`src/vubn_pkg.sv`:
```
`timescale 1ns / 1ps

package vubn_pkg;

  // Geometry of one vertex and of a set
  localparam int AXES      = 3;
  localparam int AX_W      = 2;
  localparam int CRD_MAX_W = 32;
  localparam int CNT_MAX_W = 7;

  // Target cube edge, unsigned Q15.16
  localparam int TBS_W = 31;
  localparam logic [TBS_W-1:0] TBS_RESET = 31'd65536;

  // One closed set as handed from the load side to the emit side
  typedef struct packed {
    logic [CNT_MAX_W-1:0]                count;
    logic                                overflow;
    logic [AXES-1:0][CRD_MAX_W-1:0]      box_min;
    logic [AXES-1:0][CRD_MAX_W-1:0]      box_max;
  } job_t;

endpackage

```
`src/vubn_queue.sv`:
```
`timescale 1ns / 1ps

module vubn_queue (
  input  logic           clk_i,
  input  logic           rst_ni,
  input  logic           push_i,
  input  vubn_pkg::job_t job_i,
  input  logic           pop_i,
  output vubn_pkg::job_t job_o,
  output logic           wr_slot_o,
  output logic           rd_slot_o,
  output logic           full_o,
  output logic           empty_o
);

  import vubn_pkg::*;

  job_t       slot_q [2];
  logic       wptr_q;
  logic       rptr_q;
  logic [1:0] cnt_q;

  // Hold the set descriptors; the slot number also picks the store bank
  always_ff @(posedge clk_i) begin
    if (push_i) begin
      slot_q[wptr_q] <= job_i;
    end
  end

  // Advance pointers and occupancy
  always_ff @(posedge clk_i or negedge rst_ni) begin
    if (!rst_ni) begin
      wptr_q <= 1'b0;
      rptr_q <= 1'b0;
      cnt_q  <= 2'd0;
    end else begin
      if (push_i) begin
        wptr_q <= ~wptr_q;
      end
      if (pop_i) begin
        rptr_q <= ~rptr_q;
      end
      if (push_i && !pop_i) begin
        cnt_q <= cnt_q + 2'd1;
      end else if (pop_i && !push_i) begin
        cnt_q <= cnt_q - 2'd1;
      end
    end
  end

  assign job_o     = slot_q[rptr_q];
  assign wr_slot_o = wptr_q;
  assign rd_slot_o = rptr_q;
  assign full_o    = (cnt_q == 2'd2);
  assign empty_o   = (cnt_q == 2'd0);

endmodule

```
`config.mk`:
```
export PLATFORM = sky130hd
export DESIGN_NAME = vubn_queue
export DESIGN_NICKNAME = d
export VERILOG_FILES = /design/src/vubn_pkg.sv /design/src/vubn_queue.sv
export SDC_FILE = /design/constraint.sdc
export NUM_CORES = 1
export LEC_CHECK = 0
export CORE_MARGIN = 2
export CORE_UTILIZATION = 50
export CTS_BUF_LIST = sky130_fd_sc_hd__clkbuf_8 sky130_fd_sc_hd__clkbuf_16
export DETAILED_ROUTE_END_ITERATION = 8
export DONT_BUFFER_PORTS = 1
export PLACE_DENSITY = 0.69
export RECOVER_POWER = 50
export SETUP_SLACK_MARGIN = 0.5
export SLEW_MARGIN = 10
export SYNTH_ARGS = -nofsm -noshare
export SYNTH_HDL_FRONTEND = slang
export SYNTH_SLANG_ARGS = --single-unit
```
`constraint.sdc`:
```
create_clock -name clk_i -period 12.2 [get_ports clk_i]
set_input_delay 0.61 -clock clk_i [delete_from_list [all_inputs] [get_ports clk_i]]
set_output_delay 0.61 -clock clk_i [all_outputs]
set_load 0.05 [all_outputs]
```
==> results.toml <==
[synthesis]
synth_edf_count = 400
yosys.area_share.adder_pct = 0.08516
yosys-top-cells-count = "400 x edfxtp_1, 200 x mux2_2, 21 x buf_6, 4 x dfrtp_1, 4 x xor2_1"
ys_async_sr_fraction_pct = 0.9901
ys.warnings.count = 0
ys_ff_latch = 404
seq_area_frac_synth_pct = 82.44
synth_top_family_by_area = "multiplexers"
yosysTopAreaCell = "edfxtp_1"
synth_compound_area_share_pct = 0
ys_types = 12
synth_area_um2 = 14690
synth_area_per_cell_um2 = 23.03
yosys.area_share.xor_xnor_pct = 0.2981
synth_simple_gate_area_share_pct = 0.1788
synthesis.nets = 843
synth.most_common_cell = "edfxtp_1"
synth_mux_area_share_pct = 15.33
synth_top_area_share_pct = 81.76
synth.area.top_cells = "edfxtp_1 82%, mux2_2 15%, buf_6 1.6%, dfrtp_1 0.68%, xor2_1 0.24%"
syn_inst = 638
synth_flop_cell = "edfxtp_1"

[detailed_routing]
viasPerCell = 5.510
firstDrtPassIters = 4
wire_per_inst_um = 25.45
drtIter0Drc = 459
routed_wl_um = 27390
final_antenna_net_count = 0
vias = 5929
drc = 0

[layout]
drive_gt1_share_pct = 35.26
fin_nets = 869
num-fill-cells = 2086
diodes = 0
final-seq-area_um2 = 12110
multiInputGateArea_um2 = 2335
area.growth.synth_to_final_pct = 10.61

[sta]
tightest_slew_ps = 3202
slew_headroom_pct = -113.9
rsz0062_at_grt = "false"
drv_slew = 124
min_period_ps = 4634
setup_tns_ps = 0
worst_slack_ps = 7566
finalCritPeriodShare_pct = 37.98
hold_viol_final = 0
fin_worst_skew_ps = 13.51
finalSetupViolCount = 0
fmax_mhz = 215.8

[setup_path]
cp_cell_sequence = "nor2b_1 > buf_4"
path_max_fanout = 84
critPathLaunchType = "flip-flop"
critPathRequiredTime_ps = 12320
critPathMaxStageDelay_ps = 2460
cp.arrival_ps = 4750
cp_slowest_cell = "nor2b_1"
end_kind = "flip-flop"
critPathKind = "flip-flop to flip-flop"

[clock_tree]
cts.sinks = 404
h-tree-depth = 2
post-cts-setup-buffer-count = 0
cts-resized-gates = 0
cts_tree = "done"
clkTransAtPathRegs_ps = 60
numCtsBuffers = 39
insertion_delay_ps = 520
cts_buffer_depth = 3
cts_root_buf = "clkbuf_16"

[power]
p_per_area_nw_per_um2 = 298.3
p_leak_nw = 5.302
vdd_drop_max_mv = 0.2060

[job]
maxCapViolCount = 3

[grt]
grt_pass1_vias = 6360
grt_overflow = 0
grt_max_degree = 86
grt_first_pass_wirelength_um = 38670
grt.total_usage_pct = 16.95
antenna_found_initial = 0

[floorplan]
dieArea_um2 = 30770
die_y_um = 175.4
fp.dieW_um = 175.4
initial_utilization_pct = 51.05
core_area_um2 = 28780
ios = 408
num_rows = 62

[placed_design]
hpwl_um = 18920
gp_congestion = 0.7738
numPortBuffers = 0
pre_cts_slack_ps = 9117

[status]
run_status = "finished, violations left"
failed_checks = "max-capacitance violations, max-slew violations"

[worst_hold_path]
hold_path.class = "input pin to flip-flop"
[logic make-up after synthesis]
family / count (synthesis)
and+or+nand+nor: 5
buffers and inverters: 23
adders and majority gates: 1
DFF: 404
xor gates and xnor gates: 5
muxes: 200
[final timing paths]
kind | startpoint | end | slack [ps] | depth (start not counted)
worst max register to register | wr_slot_o$_DFFE_PN0P_ | slot_q[0][10]$_DFFE_PP_ | 7570 | 2
min in group asynchronous | rst_ni | wr_slot_o$_DFFE_PN0P_ | 380 | 1
worst min register to register | cnt_q[1]$_DFFE_PN0P_ | cnt_q[1]$_DFFE_PN0P_ | 500 | 1
worst min-delay path | push_i | wr_slot_o$_DFFE_PN0P_ | 180 | 1
max in group asynchronous | rst_ni | cnt_q[1]$_DFFE_PN0P_ | 11640 | 1
worst max-delay path | wr_slot_o$_DFFE_PN0P_ | slot_q[0][10]$_DFFE_PP_ | 7570 | 2
[cells in the final DEF, fill, tap and decap left out, types with 2 or more instances in the layout]
cell        instances
edfxtp_1          400
mux2_2            183
clkbuf_16          41
mux2_1             17
clkinv_1            8
inv_1               7
clkinv_2            6
buf_4               6
xor2_1              4
bufinv_16           4
dfrtp_1             4
clkinvlp_4          3
nor2b_1             2
nor2_1              2
[cell type report]
class                           count  share of cell area, %
Clock inverter                     27                  1.386
Tap cell                          384                  2.957
Clock buffer                       42                  6.398
Sequential cell                   404                  74.53
Timing Repair Buffer                7                 0.3388
Inverter                            1                0.02310
Multi-Input combinational cell    211                  14.37
[registers in the layout (all words and copies together), names as in the netlist]
register / cells
wr_slot_o: 1
cnt_q: 2
rd_slot_o: 1
slot_q: 400
[power by group]
group / leakage [nW] / internal [mW] / total (mW) / switching, mW
registers: 3.80 / 1.85 / 1.96 / 0.104
clock network: 0.637 / 0.696 / 1.16 / 0.461
logic: 0.864 / 0.334 / 1.74 / 1.40
[worst max-delay path, delay by kind of cell (launching register included)]
family	cells	cell delay, ps
buffers and inverters	1	1120
AND/OR/NAND/NOR	1	2460
flip-flops	1	590
[repair_timing]
item | in CTS | in global routing
hold buffers | 1 | 0
endpoints found under the hold margin | 4 | 0
setup endpoints to repair | 0 | 0
[stage by stage]
step | power [mW] | hold slack [ps] | util, % | area [um^2] | instances
5_1_grt | 5.014 | 155.1 | 56.46 | 16250 | 1076
4_1_cts | 4.901 | 152.9 | 56.51 | 16260 | 1076
3_3_place_gp | 3.710 | 314.5 | 52.08 | 14990 | 1006
2_1_floorplan | 3.675 | 314.4 | - | 14690 | 638
6_report | 4.847 | 178.6 | 56.46 | 16250 | 1076
3_5_place_dp | 3.737 | 314.5 | 52.08 | 14990 | 1006
[layer usage]
metal  share of wire (%)  track usage, %  vias to the layer above
met5                   0               0                        -
met4                 3.6           7.163                        0
met3                  16           10.24                       67
met2                  49           28.61                      367
met1                  32           16.80                     2904
li1                    -               -                     2591
No activity file was read; power rests on OpenSTA's default activity.
