### config.mk
export PLATFORM = sky130hd
export DESIGN_NAME = vubn_back
export DESIGN_NICKNAME = d
export VERILOG_FILES = /design/src/vubn_pkg.sv /design/src/vubn_back.sv
export SDC_FILE = /design/constraint.sdc
export NUM_CORES = 2
export LEC_CHECK = 0
export ABC_CLOCK_PERIOD_IN_PS = 39500
export BUFFER_PORTS_ARGS = -buffer_cell sky130_fd_sc_hd__buf_2
export CAP_MARGIN = 30
export CORE_MARGIN = 4
export CORE_UTILIZATION = 27
export CTS_BUF_LIST = sky130_fd_sc_hd__clkbuf_8 sky130_fd_sc_hd__clkbuf_16
export CTS_CLUSTER_DIAMETER = 30
export DETAILED_ROUTE_END_ITERATION = 8
export GPL_ROUTABILITY_DRIVEN = 0
export GPL_TIMING_DRIVEN = 0
export HOLD_SLACK_MARGIN = 0.15
export SYNTH_ARGS = -nofsm -noshare
export SYNTH_HDL_FRONTEND = slang
export SYNTH_SLANG_ARGS = --single-unit
### constraint.sdc
create_clock -name clk_i -period 39.5 [get_ports clk_i]
set_input_delay 1.975 -clock clk_i [delete_from_list [all_inputs] [get_ports clk_i]]
set_output_delay 1.975 -clock clk_i [all_outputs]
set_load 0.02 [all_outputs]
### src/vubn_pkg.sv
`timescale 1ns / 1ps

package vubn_pkg;

  // Geometry of one vertex and of a set
  localparam int AXES      = 3;
  localparam int AX_W      = 2;
  localparam int CRD_MAX_W = 32;
  localparam int CNT_MAX_W = 7;

  // Target cube edge, unsigned Q15.16
  localparam int TBS_W = 31;
  localparam logic [TBS_W-1:0] TBS_RESET = 31'd65536;

  // One closed set as handed from the load side to the emit side
  typedef struct packed {
    logic [CNT_MAX_W-1:0]                count;
    logic                                overflow;
    logic [AXES-1:0][CRD_MAX_W-1:0]      box_min;
    logic [AXES-1:0][CRD_MAX_W-1:0]      box_max;
  } job_t;

endpackage

### src/vubn_back.sv
`timescale 1ns / 1ps

module vubn_back #(
  parameter int VERTEX_DEPTH = 64,
  parameter int COORD_WIDTH  = 32
) (
  input  logic                     clk_i,
  input  logic                     rst_ni,
  input  vubn_pkg::job_t           job_i,
  input  logic                     empty_i,
  input  logic                     rd_slot_i,
  input  logic [30:0]              tbs_i,
  output logic                     pop_o,
  output logic                     re_o,
  output logic [((VERTEX_DEPTH > 1) ? $clog2(VERTEX_DEPTH) : 1):0] raddr_o,
  input  logic [3*COORD_WIDTH-1:0] rdata_i,
  output logic                     valid_o,
  output logic signed [31:0]       norm_x_o,
  output logic signed [31:0]       norm_y_o,
  output logic signed [31:0]       norm_z_o,
  output logic                     last_o,
  output logic                     degenerate_o,
  output logic                     saturated_o,
  output logic                     truncated_o
);

  import vubn_pkg::*;

  localparam int CW   = COORD_WIDTH;
  localparam int IW   = (VERTEX_DEPTH > 1) ? $clog2(VERTEX_DEPTH) : 1;
  localparam int CNTW = $clog2(VERTEX_DEPTH + 1);
  localparam int OW   = CW + 2;
  localparam int PW   = CW + TBS_W;
  localparam int NW   = PW + 1;
  localparam int HW   = NW - CW;
  localparam int BW   = $clog2(CW);
  localparam logic [AX_W-1:0] LAST_AX = AX_W'(AXES - 1);
  localparam logic signed [CW-1:0] COORD_MAX = {1'b0, {(CW-1){1'b1}}};
  localparam logic signed [CW-1:0] COORD_MIN = {1'b1, {(CW-1){1'b0}}};

  typedef enum logic [2:0] {
    S_IDLE, S_EXTENT, S_READ, S_MUL, S_ADD, S_PRE, S_DIV, S_FIN
  } state_e;

  state_e             state_q;
  logic [AX_W-1:0]    ax_q;
  logic [IW-1:0]      idx_q;
  logic [BW-1:0]      step_q;
  logic               valid_q;
  logic signed [31:0] norm_x_q, norm_y_q, norm_z_q;
  logic               last_q, degenerate_q, saturated_q, truncated_q;

  // Datapath registers
  logic [CW-1:0]        dm_q;
  logic [PW-1:0]        prod_q;
  logic [NW-1:0]        num_q;
  logic [CW:0]          rem_q;
  logic [CW-1:0]        low_q;
  logic [CW-1:0]        q_q;
  logic                 neg_q;
  logic                 ovf_q;
  logic                 sat_acc_q;
  logic signed [31:0]   res_x_q, res_y_q;

  logic signed [CW-1:0] vtx [AXES];
  logic [CW-1:0]        ext [AXES];
  logic [CW-1:0]        dm_c;
  logic                 dm_zero;
  logic signed [CW-1:0] v_sel, mn_sel, mx_sel;
  logic signed [OW-1:0] off2;
  logic                 neg_c;
  logic [OW-1:0]        abs_c;
  logic [CW-1:0]        mag_c;
  logic [HW-1:0]        hi;
  logic                 over_c;
  logic [CW+1:0]        trial;
  logic [CW+1:0]        dvs;
  logic                 ge;
  logic [CW:0]          rem_next;
  logic                 clamp_c;
  logic signed [CW-1:0] res_c;
  logic                 last_c;

  // Split the read beat into axes
  always_comb begin
    for (int a = 0; a < AXES; a++) begin
      vtx[a] = rdata_i[a*CW +: CW];
    end
  end

  // Largest per-axis extent of the set
  always_comb begin
    dm_c = '0;
    for (int a = 0; a < AXES; a++) begin
      ext[a] = job_i.box_max[a][CW-1:0] - job_i.box_min[a][CW-1:0];
      if (ext[a] > dm_c) begin
        dm_c = ext[a];
      end
    end
  end

  assign dm_zero = (dm_q == '0);

  // Twice the offset from the box center, as sign and magnitude
  assign v_sel  = vtx[ax_q];
  assign mn_sel = job_i.box_min[ax_q][CW-1:0];
  assign mx_sel = job_i.box_max[ax_q][CW-1:0];
  assign off2   = (OW'(v_sel) <<< 1) - OW'(mn_sel) - OW'(mx_sel);
  assign neg_c  = off2[OW-1];
  assign abs_c  = neg_c ? (~off2 + OW'(1)) : off2;
  assign mag_c  = abs_c[CW-1:0];

  // A quotient of 2^CW or more clamps without dividing
  assign hi     = num_q[NW-1:CW];
  assign over_c = (NW'(hi) >= NW'({dm_q, 1'b0}));

  // One restoring division step by twice the extent
  assign trial    = {rem_q, low_q[CW-1]};
  assign dvs      = {1'b0, dm_q, 1'b0};
  assign ge       = (trial >= dvs);
  assign rem_next = (CW+1)'(ge ? (trial - dvs) : trial);

  // Apply sign and clamp to the coordinate range
  always_comb begin
    if (neg_q) begin
      clamp_c = ovf_q || (q_q[CW-1] && (|q_q[CW-2:0]));
    end else begin
      clamp_c = ovf_q || q_q[CW-1];
    end
    if (clamp_c) begin
      res_c = neg_q ? COORD_MIN : COORD_MAX;
    end else begin
      res_c = neg_q ? (~q_q + CW'(1)) : q_q;
    end
  end

  assign last_c = ((CNTW'(idx_q) + CNTW'(1)) == job_i.count[CNTW-1:0]);

  assign pop_o   = (state_q == S_FIN) && (ax_q == LAST_AX) && last_c;
  assign re_o    = (state_q == S_READ);
  assign raddr_o = {rd_slot_i, idx_q};

  // Sequence reads, axes and division steps; drive the result beat
  always_ff @(posedge clk_i or negedge rst_ni) begin
    if (!rst_ni) begin
      state_q      <= S_IDLE;
      ax_q         <= '0;
      idx_q        <= '0;
      step_q       <= '0;
      valid_q      <= 1'b0;
      norm_x_q     <= '0;
      norm_y_q     <= '0;
      norm_z_q     <= '0;
      last_q       <= 1'b0;
      degenerate_q <= 1'b0;
      saturated_q  <= 1'b0;
      truncated_q  <= 1'b0;
    end else begin
      valid_q <= 1'b0;
      unique case (state_q)
        S_IDLE: begin
          if (!empty_i) begin
            state_q <= S_EXTENT;
          end
        end
        S_EXTENT: begin
          idx_q   <= '0;
          state_q <= S_READ;
        end
        S_READ: begin
          ax_q    <= '0;
          state_q <= S_MUL;
        end
        S_MUL: begin
          state_q <= dm_zero ? S_FIN : S_ADD;
        end
        S_ADD: begin
          state_q <= S_PRE;
        end
        S_PRE: begin
          step_q  <= BW'(CW - 1);
          state_q <= over_c ? S_FIN : S_DIV;
        end
        S_DIV: begin
          if (step_q == '0) begin
            state_q <= S_FIN;
          end else begin
            step_q <= step_q - BW'(1);
          end
        end
        S_FIN: begin
          if (ax_q == LAST_AX) begin
            valid_q      <= 1'b1;
            norm_x_q     <= res_x_q;
            norm_y_q     <= res_y_q;
            norm_z_q     <= CRD_MAX_W'(res_c);
            last_q       <= last_c;
            degenerate_q <= dm_zero;
            saturated_q  <= sat_acc_q | clamp_c;
            truncated_q  <= job_i.overflow;
            if (last_c) begin
              state_q <= S_IDLE;
            end else begin
              idx_q   <= idx_q + IW'(1);
              state_q <= S_READ;
            end
          end else begin
            ax_q    <= ax_q + AX_W'(1);
            state_q <= S_MUL;
          end
        end
      endcase
    end
  end

  // Datapath: extent, product, numerator, quotient bits, per-axis results
  always_ff @(posedge clk_i) begin
    unique case (state_q)
      S_EXTENT: begin
        dm_q <= dm_c;
      end
      S_READ: begin
        sat_acc_q <= 1'b0;
      end
      S_MUL: begin
        neg_q  <= neg_c && !dm_zero;
        prod_q <= PW'(mag_c) * PW'(tbs_i);
        q_q    <= '0;
        ovf_q  <= 1'b0;
      end
      S_ADD: begin
        num_q <= NW'(prod_q) + NW'(dm_q);
      end
      S_PRE: begin
        ovf_q <= over_c;
        rem_q <= (CW+1)'(hi);
        low_q <= num_q[CW-1:0];
      end
      S_DIV: begin
        rem_q <= rem_next;
        low_q <= low_q << 1;
        q_q   <= {q_q[CW-2:0], ge};
      end
      S_FIN: begin
        sat_acc_q <= sat_acc_q | clamp_c;
        if (ax_q == AX_W'(0)) begin
          res_x_q <= CRD_MAX_W'(res_c);
        end else if (ax_q == AX_W'(1)) begin
          res_y_q <= CRD_MAX_W'(res_c);
        end
      end
      default: begin
      end
    endcase
  end

  assign valid_o      = valid_q;
  assign norm_x_o     = norm_x_q;
  assign norm_y_o     = norm_y_q;
  assign norm_z_o     = norm_z_q;
  assign last_o       = last_q;
  assign degenerate_o = degenerate_q;
  assign saturated_o  = saturated_q;
  assign truncated_o  = truncated_q;

endmodule

==> summary.md <==
| Metric | Value |
|---|---|
| # H-tree levels | `3` |
| FF-to-FF path depth | `47` |
| Max Cap Viol | `0` |
| First drt pass iteration count | `6` |
| Async S/R FF share, synth | `26.6%` |
| GRT met3 Usage | `4.62%` |
| Reg-to-reg critical path startpoint | `ax_q[0]$_DFFE_PN0P_` |
| Worst Setup End Kind | `register` |
| Worst hold path type | `reg2reg` |
| DR iter-0 viols | `5538` |
| I/O Buffers | `439` |
| Die Area | `250000 sq um` |
| CTS tree | `built` |
| Kind of critical path | `reg2reg` |
| Synth Cell Area | `65400 sq um` |
| Fin crit period | `17620 ps` |
| GRT busiest layer | `met2` |
| Tcrit/Tclk final | `44.6%` |
| CP max stage delay | `920 ps` |
| Yosys reg bits | `440` |
| Die Width | `500 microns` |
| DR WL/cell | `21.9 microns` |
| Total global-route track usage | `19.1%` |
| Initial Util | `27.2%` |
| Placed cell areas | `72200 sq um` |
| Worst-margin pin slew | `1090 ps` |
| R2R Path End | `prod_q[62]$_DFFE_PP_` |
| Post-CTS Setup Bufs | `0` |
| Worst Setup EP | `prod_q[62]$_DFFE_PP_` |
| Grt ovf | `0` |
| Initial antenna violation count | `27` |
| First-pass GRT wire length | `362 mm` |
| Cells after synthesis | `7315` |
| Core area | `241000 sq um` |
| Syn_nets | `9099` |
| Status | `finished clean` |
| Met2 Usage GRT | `29.7%` |
| Core Rows | `180` |
| Clk buf depth | `3` |
| Setup slack, reg-to-reg | `21880 ps` |
| Worst setup SP type | `register` |
| Max_slew headroom | `27.1%` |
| Chip height | `500 microns` |
| YS warnings | `0` |
| Crit path launch | `ax_q[0]$_DFFE_PN0P_` |
| Final setup violation count | `0` |
| Syn avg cell area | `8.94 sq um` |
| Share of layout cells above drive strength 1 | `9.24%` |
| Fin nets | `9686` |
| Largest net degree at the start of global routing | `71` |
| Vias in the first global route | `57126` |
| Number of distinct library cells after synthesis | `85` |
| Clock tree sinks | `440` |
| TNS Setup | `0 ps` |
| Post-Route WL | `245 mm` |
| Hold_buf cts | `0` |
| Part of the Yosys area used for sequential elements | `19.3%` |
| Root buffer cell | `clkbuf_16` |
| GR Util met1 | `24.9%` |
| Post-synth EDFFs | `323` |
| Design area | `75300 sq um` |
| Area delta synth->final | `15.0%` |
| Max Clk Rate | `0.0568 GHz` |
| Clock Latency Late Sink | `630 ps` |
| Clock slew at reported path FFs | `50 ps` |
| Final hold vios | `0` |
| Slowest cell on crit path | `a2111oi_0` |
| RSZ-0062 raised after global routing | `false` |
| Vias per cell | `5.02` |
| Routed Antenna Nets | `0` |
| Pins over their slew limit | `0` |
| Dpl hpwl | `209 mm` |
| Post-CTS sizing | `0` |
| Worst path arrival time | `17970 ps` |
| Crit path top cell by count | `fa_1` |
| CTS Buf Count | `91` |
| Top_reg_cell synth | `edfxtp_1` |
| Worst clock skew | `33.5 ps` |
| Remaining DRCs | `0` |
| CP required | `39860 ps` |
| I/O Pins | `441` |
| Via count | `56116` |
| CP max FO | `10` |
-- how the worst min path moves through the flow --
stage | start | end | slack, ps | depth (start not counted)
after global routing | res_y_q[28]$_DFFE_PP_ | norm_y_o[28]$_DFFE_PN0P_ | 440 | 2
final | res_y_q[26]$_DFFE_PP_ | norm_y_o[26]$_DFFE_PN0P_ | 430 | 2
after CTS | res_y_q[26]$_DFFE_PP_ | norm_y_o[26]$_DFFE_PN0P_ | 430 | 2
after global placement | res_y_q[23]$_DFFE_PP_ | norm_y_o[23]$_DFFE_PN0P_ | 420 | 2
after detailed placement | res_y_q[5]$_DFFE_PP_ | norm_y_o[5]$_DFFE_PN0P_ | 420 | 2
after floorplan | res_x_q[0]$_DFFE_PP_ | norm_x_o[0]$_DFFE_PN0P_ | 410 | 2
-- placed cells by master, fill, tap and decap left out, types with 29 or more instances in the layout --
master,count
a211oi_1,29
a21o_1,146
a21oi_1,368
a31oi_1,34
and2_1,413
and3_1,60
buf_2,483
clkbuf_1,269
clkbuf_16,91
dfrtp_1,117
edfxtp_1,323
fa_1,903
ha_1,550
inv_1,1150
mux2i_1,165
nand2_1,1231
nand2b_1,44
nand3_1,62
nand4_1,52
nor2_1,289
nor2b_1,43
nor3_1,59
nor4_1,32
o21a_1,49
o21ai_0,228
o21bai_1,37
xnor2_1,188
xor2_1,106
-- Yosys cell counts (10+ instances only) --
master | count | area share [%]
and3_1 | 60 | 0.57
inv_1 | 1139 | 6.5
a31o_2 | 13 | 0.17
a31oi_1 | 34 | 0.33
nand3_1 | 62 | 0.47
nand2b_1 | 44 | 0.42
nor2b_1 | 43 | 0.41
nor2_1 | 290 | 1.7
fa_1 | 903 | 28
a21o_1 | 146 | 1.7
o21bai_1 | 37 | 0.42
o31ai_1 | 26 | 0.30
or2_2 | 10 | 0.096
o22ai_1 | 26 | 0.25
and2_1 | 414 | 4.0
o211ai_1 | 21 | 0.24
mux2i_1 | 165 | 2.5
a2111oi_0 | 15 | 0.20
buf_2 | 43 | 0.33
nand4_1 | 52 | 0.50
or3_1 | 23 | 0.22
nor3b_1 | 19 | 0.22
o21ai_0 | 229 | 1.8
xor2_1 | 106 | 1.4
nor4_1 | 32 | 0.31
dfrtp_1 | 117 | 4.5
clkbuf_1 | 269 | 1.5
and4_1 | 10 | 0.13
edfxtp_1 | 323 | 15
nand2_1 | 1232 | 7.1
nor3_1 | 59 | 0.45
xnor2_1 | 188 | 2.5
buf_1 | 26 | 0.15
ha_1 | 550 | 11
a211oi_1 | 29 | 0.33
o21a_1 | 49 | 0.56
a21oi_1 | 368 | 2.8
-- final cells by class --
| class | instances | area, sq um |
|---|---|---|
| flip-flops and latches | 440 | 12600 |
| clock buffers | 92 | 2290 |
| clock inverters | 78 | 691 |
| multi-input cells | 5394 | 47200 |
| fillers | 24999 | 165000 |
| inverters | 1140 | 4280 |
| diodes | 12 | 30.0 |
| repair buffers | 494 | 2810 |
| plain buffers | 341 | 1340 |
| well taps | 3185 | 3990 |
-- flip-flops by register name, indices dropped and copies added, names as in the netlist, 2 cells and up --
| signal | flops |
|---|---|
| low_q | 32 |
| num_q | 64 |
| res_y_q | 32 |
| res_x_q | 32 |
| idx_q | 6 |
| state_q | 3 |
| dm_q | 32 |
| norm_y_o | 32 |
| rem_q | 33 |
| step_q | 5 |
| prod_q | 63 |
| q_q | 32 |
| norm_z_o | 32 |
| norm_x_o | 32 |
| ax_q | 2 |
-- through the flow --
stage	std cells	setup slack [ps]	hold slack (ps)	util (%)
after CTS	11162	22070	429	31.2
after detailed placement	10992	22110	422	30.0
after floorplan	7315	26490	415	-
after global placement	10939	21270	421	29.7
after global routing	11165	21370	443	31.3
final	11176	21880	431	31.3
-- worst max-delay path: cells and delay by family (launching register included) --
family | cells | cell delay, ps
adders and majority gates | 11 | 5350
AOI/OAI and AO/OA | 13 | 4180
buffers and inverters | 14 | 3730
and+or+nand+nor | 6 | 2110
xor gates and xnor gates | 3 | 1360
DFF | 1 | 560
-- logic make-up (layout without fill, tap and decap cells) --
| kind of cell | Yosys count | after routing | synth area share, % |
|---|---|---|---|
| AND/OR/NAND/NOR | 2374 | 2374 | 16.8 |
| buffers and inverters | 1481 | 2145 | 8.59 |
| adder cells (fa/ha/maj) | 1453 | 1453 | 38.1 |
| AO/OA/AOI/OAI | 1098 | 1098 | 10.5 |
| flip-flops | 440 | 440 | 19.3 |
| XOR/XNOR | 295 | 295 | 3.96 |
| multiplexers | 174 | 174 | 2.68 |
| other | 0 | 12 | 0 |
-- routing by layer --
metal,vias up,wire [microns]
met2,2956,107000
met3,638,24600
met5,-,158
met4,20,13800
li1,24845,-
met1,27657,99900
Power is left out: the tool's default activity adds up to more than one toggle a clock period on the data nets, which glitch-free logic cannot reach.
